## src/rtl/ise_pkg.sv

```systemverilog
package ise_pkg;

   localparam int MAX_COUNT = 32;
   localparam int VALUE_W   = 32;
   localparam int CNT_W     = $clog2(MAX_COUNT + 1);

   typedef enum logic [0:0] {
      ST_LOAD,
      ST_DRAIN
   } state_type;

   // Per-cycle command broadcast to every cell of the chain.
   typedef struct packed {
      logic insert;
      logic drain;
   } cell_ctl_type;

endpackage

```

## src/rtl/ise_cell.sv

```systemverilog
module ise_cell (
   input  logic                                clock,
   input  ise_pkg::cell_ctl_type               ctl,
   input  logic                                occupied,
   input  logic signed [ise_pkg::VALUE_W-1:0]  new_value,
   input  logic signed [ise_pkg::VALUE_W-1:0]  left_value,
   input  logic                                left_greater,
   input  logic signed [ise_pkg::VALUE_W-1:0]  right_value,
   output logic signed [ise_pkg::VALUE_W-1:0]  value,
   output logic                                greater
);

   logic signed [ise_pkg::VALUE_W-1:0] value_ff;
   logic signed [ise_pkg::VALUE_W-1:0] value_in;

   // An empty cell counts as greater, so the new word lands in the first
   // empty slot when nothing held is greater than it. Equal words stay put.
   assign greater = !occupied || (value_ff > new_value);
   assign value   = value_ff;

   always_comb begin
      value_in = value_ff;
      if (ctl.insert && greater) begin
         value_in = left_greater ? left_value : new_value;
      end else if (ctl.drain) begin
         value_in = right_value;
      end
   end

   always_ff @(posedge clock) begin
      value_ff <= value_in;
   end

endmodule

```

## src/rtl/insertion_sort_engine_core.sv

```systemverilog
// Insertion sort engine. Words of a run are taken one per clock while busy is
// low: each cell of a row of MAX_COUNT cells compares its word with the new
// one and either keeps it, takes its left neighbor's word or takes the new
// word, so an insertion finishes in the cycle it is accepted. The word with
// final_req set closes the run; from the next cycle on the row shifts toward
// its head and presents one sorted word per cycle on rsp_strobe until every
// word held (1 to MAX_COUNT) is out, with busy high throughout. The next run
// may start in the cycle after its last result. Results are not held: the
// receiver must take each word in the cycle it is strobed. Words beyond
// MAX_COUNT are discarded and rsp_dropped is set on every result of that run.
module insertion_sort_engine_core (
   input  logic                                clock,
   input  logic                                reset,
   input  logic                                start,
   output logic                                busy,
   input  logic signed [ise_pkg::VALUE_W-1:0]  req_value,
   input  logic                                req_final_req,
   output logic                                rsp_strobe,
   output logic signed [ise_pkg::VALUE_W-1:0]  rsp_sorted_value,
   output logic                                rsp_end_of_run,
   output logic                                rsp_dropped
);

   localparam logic [ise_pkg::CNT_W-1:0] FULL_COUNT = ise_pkg::CNT_W'(ise_pkg::MAX_COUNT);
   localparam logic [ise_pkg::CNT_W-1:0] ONE_COUNT  = ise_pkg::CNT_W'(1);

   ise_pkg::state_type     state_ff, state_in;
   logic [ise_pkg::CNT_W-1:0] count_ff, count_in;
   logic                   overflow_ff, overflow_in;
   ise_pkg::cell_ctl_type  ctl;
   logic                   accept;
   logic                   full;

   logic signed [ise_pkg::VALUE_W-1:0] cell_value [ise_pkg::MAX_COUNT];
   logic                               cell_greater [ise_pkg::MAX_COUNT];

   assign full   = (count_ff == FULL_COUNT);
   assign accept = start && (state_ff == ise_pkg::ST_LOAD);

   always_comb begin
      state_in    = state_ff;
      count_in    = count_ff;
      overflow_in = overflow_ff;
      ctl         = '0;
      busy        = 1'b0;
      rsp_strobe  = 1'b0;
      case (state_ff)
         ise_pkg::ST_LOAD: begin
            if (accept) begin
               if (!full) begin
                  ctl.insert = 1'b1;
                  count_in   = count_ff + ONE_COUNT;
               end else begin
                  overflow_in = 1'b1;
               end
               if (req_final_req) begin
                  state_in = ise_pkg::ST_DRAIN;
               end
            end
         end
         ise_pkg::ST_DRAIN: begin
            busy       = 1'b1;
            rsp_strobe = 1'b1;
            ctl.drain  = 1'b1;
            count_in   = count_ff - ONE_COUNT;
            if (count_ff == ONE_COUNT) begin
               state_in    = ise_pkg::ST_LOAD;
               overflow_in = 1'b0;
            end
         end
         default: begin
            state_in = ise_pkg::ST_LOAD;
         end
      endcase
   end

   always_ff @(posedge clock) begin
      if (reset) begin
         state_ff    <= ise_pkg::ST_LOAD;
         count_ff    <= '0;
         overflow_ff <= 1'b0;
      end else begin
         state_ff    <= state_in;
         count_ff    <= count_in;
         overflow_ff <= overflow_in;
      end
   end

   for (genvar i = 0; i < ise_pkg::MAX_COUNT; i++) begin : g_cell
      logic signed [ise_pkg::VALUE_W-1:0] left_value;
      logic                               left_greater;
      logic signed [ise_pkg::VALUE_W-1:0] right_value;

      if (i == 0) begin : g_head
         assign left_value   = req_value;
         assign left_greater = 1'b0;
      end else begin : g_body
         assign left_value   = cell_value[i-1];
         assign left_greater = cell_greater[i-1];
      end

      // The tail cell becomes empty on a shift, so its new word is unused.
      if (i == ise_pkg::MAX_COUNT - 1) begin : g_tail
         assign right_value = cell_value[i];
      end else begin : g_inner
         assign right_value = cell_value[i+1];
      end

      ise_cell u_cell (
         .clock        (clock),
         .ctl          (ctl),
         .occupied     (ise_pkg::CNT_W'(i) < count_ff),
         .new_value    (req_value),
         .left_value   (left_value),
         .left_greater (left_greater),
         .right_value  (right_value),
         .value        (cell_value[i]),
         .greater      (cell_greater[i])
      );
   end

   assign rsp_sorted_value = cell_value[0];
   assign rsp_end_of_run   = rsp_strobe && (count_ff == ONE_COUNT);
   assign rsp_dropped      = overflow_ff;

   a_count_range : assert property (@(posedge clock) disable iff (reset)
      count_ff <= FULL_COUNT)
      else $error("fill count exceeds capacity");

   a_strobe_nonempty : assert property (@(posedge clock) disable iff (reset)
      rsp_strobe |-> (count_ff != '0))
      else $error("result strobed from an empty store");

   a_drain_continues : assert property (@(posedge clock) disable iff (reset)
      (rsp_strobe && !rsp_end_of_run) |=> rsp_strobe)
      else $error("run output stopped before its last word");

   a_run_closes : assert property (@(posedge clock) disable iff (reset)
      rsp_end_of_run |=> (!busy && count_ff == '0 && !overflow_ff))
      else $error("store not emptied after end of run");

endmodule
```

## config.mk

```make
export PLATFORM = sky130hd
export DESIGN_NAME = insertion_sort_engine_core
export DESIGN_NICKNAME = d
export VERILOG_FILES = /design/src/rtl/ise_pkg.sv /design/src/rtl/ise_cell.sv /design/src/rtl/insertion_sort_engine_core.sv
export SDC_FILE = /design/constraint.sdc
export NUM_CORES = 2
export LEC_CHECK = 0
export ABC_CLOCK_PERIOD_IN_PS = 14020
export BUFFER_PORTS_ARGS = -buffer_cell sky130_fd_sc_hd__buf_2
export CAP_MARGIN = 20
export CORE_MARGIN = 3
export CORE_UTILIZATION = 50
export DETAILED_ROUTE_END_ITERATION = 6
export PLACE_DENSITY = 0.65
export REMOVE_ABC_BUFFERS = 1
export SYNTH_ARGS = -nofsm -noshare
export SYNTH_HDL_FRONTEND = slang
export SYNTH_SLANG_ARGS = --single-unit
export TNS_END_PERCENT = 5
```

## constraint.sdc

```tcl
create_clock -name clock -period 14.02 [get_ports clock]
set_input_delay 0.701 -clock clock [delete_from_list [all_inputs] [get_ports clock]]
set_output_delay 0.701 -clock clock [all_outputs]
set_load 0.02 [all_outputs]
```

==> out/metrics.csv <==
stage;metric;value;unit
timing;grt_setup_unrepaired;no;
finish;finalNonFillerCells;9393;
grt;grtUsageTotal;0.3743;
setup_path;crit_buf_inv;7;
cts;ctsResizeCount;0;
place;dp_hpwl;211.5;mm
min_path;hp-class;in -> reg;
power;irDropWorstVdd;104.4;uV
synthesis;synthAdderAreaFrac;0.1672;
power;clockPowerShare;0.252;
finish;nets;8308;
grt;grt_pass1_wl;436.3;mm
grt;grt_pass1_vias;63430;
synthesis;synth-compound-area-share;0.1504;
drt;vias;64974;
synthesis;yosys.area_share.xor_xnor;0.0005698;
drt;drtIter0Drc;8196;
floorplanning;core;152300;sq um
grt;met1_usage;0.4760;
timing;period_needed;5.497;ns
grt;gr-usage-met2;0.5723;
place;dp_cells;9150;
grt;grt_max_degree;86;
synthesis;synth_area_leader_cell;edfxtp_1;
synthesis;synth-edff-count;1024;
drt;wire_per_inst;32.33;microns
timing;timing.final.crit_share;0.3921;
cts;cts_tree;done;
setup_path;slowest_stage;buf_4;
power;power_leakage;35.65;nW
drt;drc;10;
synthesis;synthSimpleGateAreaFrac;0.09658;
timing;setup_ws;8.523;ns
setup_path;cp.arrival;5.88;ns
setup_path;cp_max_fo;65;
synthesis;yosysTopAreaCellShare;0.4001;
setup_path;critical_path_class;in -> reg;
timing;relSlewSlack;0.2138;
floorplanning;die_h;398.0;microns
synthesis;seq_area_frac_synth;0.4022;
floorplanning;ios;72;
place;portBuffers;71;
finish;fin_util;0.5488;
run_status;violations;design-rule violations;
timing;totalNegativeSetupSlack;0;ns
synthesis;ys_ff_latch;1032;
synthesis;synth_mux_area_frac;0.1511;
cts;holdBufCountCts;0;
power;p_switching;4.918;mW
cts;clock-sinks;1032;
synthesis;synth_flop_cell;edfxtp_1;
synthesis;netlist-cell-type-count;81;
timing;skew;0.03826;ns
floorplanning;initial_core_util;0.5047;
setup_path;crit_top_cell;buf_4;
drt;antenna_left;0;
setup_path;cp.required;14.41;ns
timing;hold_viol;0;
synthesis;synth_top_family_by_area;adder cells;
power;power_density;153.2;nW/um^2
finish;area_growth;8.727;%
cts;root_buffer;clkbuf_16;
finish;fillCellCount;13368;
cts;cts_setup_buffers;0;
drt;drt_pass1_iterations;7;
setup_path;reg2reg_slack;8.85;ns
setup_path;slowest_delay;0.74;ns
grt;grtUsageMet3;0.07817;
finish;final_layout_size_suffix_gt1_frac;0.1308;
place;place_ws;7.740;ns
synthesis;synth.yosys.warnings;0;
synthesis;syn_area;76850;sq um
setup_path;crit_chain;buf_2 -> buf_4 -> inv_2 -> buf_4 -> buf_4 -> ha_1 -> nand4_1 -> nor3_1 -> a22o_1 -> a211oi_1 -> o21ai_0 -> o21ai_4 -> buf_4 -> and2_1 -> buf_4 -> or2_2;
cts;clk_pin_slew;0.06;ns
timing;max_freq;0.1819;GHz
power;power.internal;7.887;mW
setup_path;critPathLaunchType;input port;
grt;gr-total-overflow;0;
cts;cts_max_level;3;
setup_path;cpLargestDelayFamily;buffers and inverters;
power;seqPwrFrac;0.411;
floorplanning;rows;143;
power;switching_share;0.3840;
synthesis;synth_area_leaders;edfxtp_1, ha_1, mux2i_1, a21oi_1, mux2_2;
drt;viasPerCell;6.917;
drt;wl;303.7;mm
power;combPwrFrac;0.337;
synthesis;synth_area_per_cell;10.48;sq um
grt;top_usage_layer;met2;
synthesis;async_reset_ff_frac;0;
setup_path;setup.worst_path.end_class;register;
run_status;outcome;finished, violations left;
grt;grt_antenna_before_repair;18;
floorplanning;die-area;158400;sq um
timing;slew_viol_final;0;
floorplanning;die_w;398.0;microns
synthesis;syn_inst;7333;
cts;clk_latency;0.79;ns
timing;setup_violations;0;
cts;cts.path.max_buffers;3;
cts;cts_buffers;121;
timing;worst_pin_slew;1.179;ns
place;gp_congestion;0.9876;
job;cap_violations;0;
-- per-layer routing --
layer,up-vias,share of wire
met5,-,0.00020
met4,8,0.083
met3,1185,0.10
met2,3960,0.44
met1,31721,0.38
li1,28100,-
-- synth_stat cells, drive strengths merged, types with 5 or more instances --
cell     number
a2111o       16
nand3        54
and4          7
a221oi       25
nand2b       29
nor2        448
dfxtp         8
nor2b        38
o211a         5
o221ai        7
a2111oi      11
mux2        437
a21o        174
a211oi       29
nand3b        6
o211ai       97
clkbuf      326
or3           9
o21ai       425
ha         1027
o21a         35
nand4       333
edfxtp     1024
or2          30
mux2i       654
a22oi         6
nand2       509
a21oi      1055
a221o         9
buf         142
and2          9
nor4         50
or4           6
inv         121
o31ai         5
nor3         37
a31oi        81
-- worst reg2reg max path: stages (launching register included) --
cell	delay [ns]
dfxtp_1	0.30
buf_4	0.21
inv_1	0.55
ha_1	0.27
buf_4	0.30
nor2b_1	0.25
o21ai_0	0.74
a21oi_1	0.18
a32o_1	0.27
a21oi_4	0.80
nand2_1	0.18
nand2b_1	0.21
buf_4	0.50
-- final timing paths --
path                                       to  depth (start not counted)          start
setup / recovery   g_cell[18].u_cell.value[6]                         16  req_value[31]
hold / removal                       state_ff                          3  req_final_req
setup reg to reg  g_cell[20].u_cell.value[12]                         12    count_ff[1]
hold reg to reg                   rsp_dropped                          2    rsp_dropped
-- stage by stage --
stage	area (sq um)	power [mW]	hold slack [ns]
after floorplan	74850	7.767	0.5401
after global placement	79580	9.331	0.4684
after detailed placement	79580	9.476	0.4955
after CTS	83470	12.68	0.1923
after global routing	83530	13.37	0.2223
final	83560	12.81	0.2174
-- power groups by stage --
stage	sequential, mW	clock, mW	combinational (mW)
after CTS	5.23	3.24	4.21
after floorplan	4.84	0	2.92
after global routing	5.30	3.34	4.73
after global placement	5.29	0	4.04
after detailed placement	5.28	0	4.19
final	5.27	3.23	4.31
-- registers in the layout (all words and copies together) (netlist names) --
signal	count
rsp_dropped	1
state_ff	1
g_cell.u_cell.value	1024
count_ff	6
-- placed cells by master (no fill, tap or decap), types with 9 or more instances in the layout --
cell type   Yosys  routed
nand2b_1       29      28
or2_2          27      27
a21o_1        174     174
a211oi_1       28      26
mux2_4         38      38
bufinv_16       0      11
inv_2           0      31
buf_2          97      70
nand2_1       509     502
a21oi_1      1055    1042
nor2b_1        38      38
clkbuf_1      325      18
or3_1           9       9
clkinv_2        0      21
diode_2         0      14
clkinv_1        0      34
nand4_1       332     332
mux2_1         35      35
a221oi_1       25      25
ha_1         1027    1027
buf_4           1     184
a31oi_1        81      80
o211ai_1       97      97
mux2_2        364     364
mux2i_1       654     654
nand3_1        54      52
edfxtp_1     1024    1024
nor4_1         48      48
nor3_1         36      35
a21oi_4         0      11
nor2_1        446     439
o21ai_4         0      10
inv_1         121      90
a2111o_1       16      16
o21a_1         35      33
clkbuf_16       0     123
a2111oi_0       9       9
clkinvlp_4      0      14
o21ai_0       413     412
-- cells by family (layout without fill, tap and decap cells) --
kind of cell               after synthesis  in the layout
AOI/OAI and AO/OA                     2017           2017
xor gates and xnor gates                 5              5
adders and majority gates             1027           1027
buffers and inverters                  589            605
DFF                                   1032           1032
muxes                                 1091           1091
other                                    0             14
and+or+nand+nor                       1572           1572
-- cell type report --
type | count | area [sq um] | area share
clock inverters | 86 | 747.0 | 0.008940
clock buffers | 141 | 3146 | 0.03765
well taps | 2030 | 2540 | 0.03040
multi-input cells | 5712 | 43920 | 0.5257
diodes | 14 | 35.03 | 0.0004193
repair buffers | 257 | 1799 | 0.02153
inverters | 121 | 454.2 | 0.005436
flip-flops and latches | 1032 | 30910 | 0.3699
No activity file was read; power rests on OpenSTA's default activity.
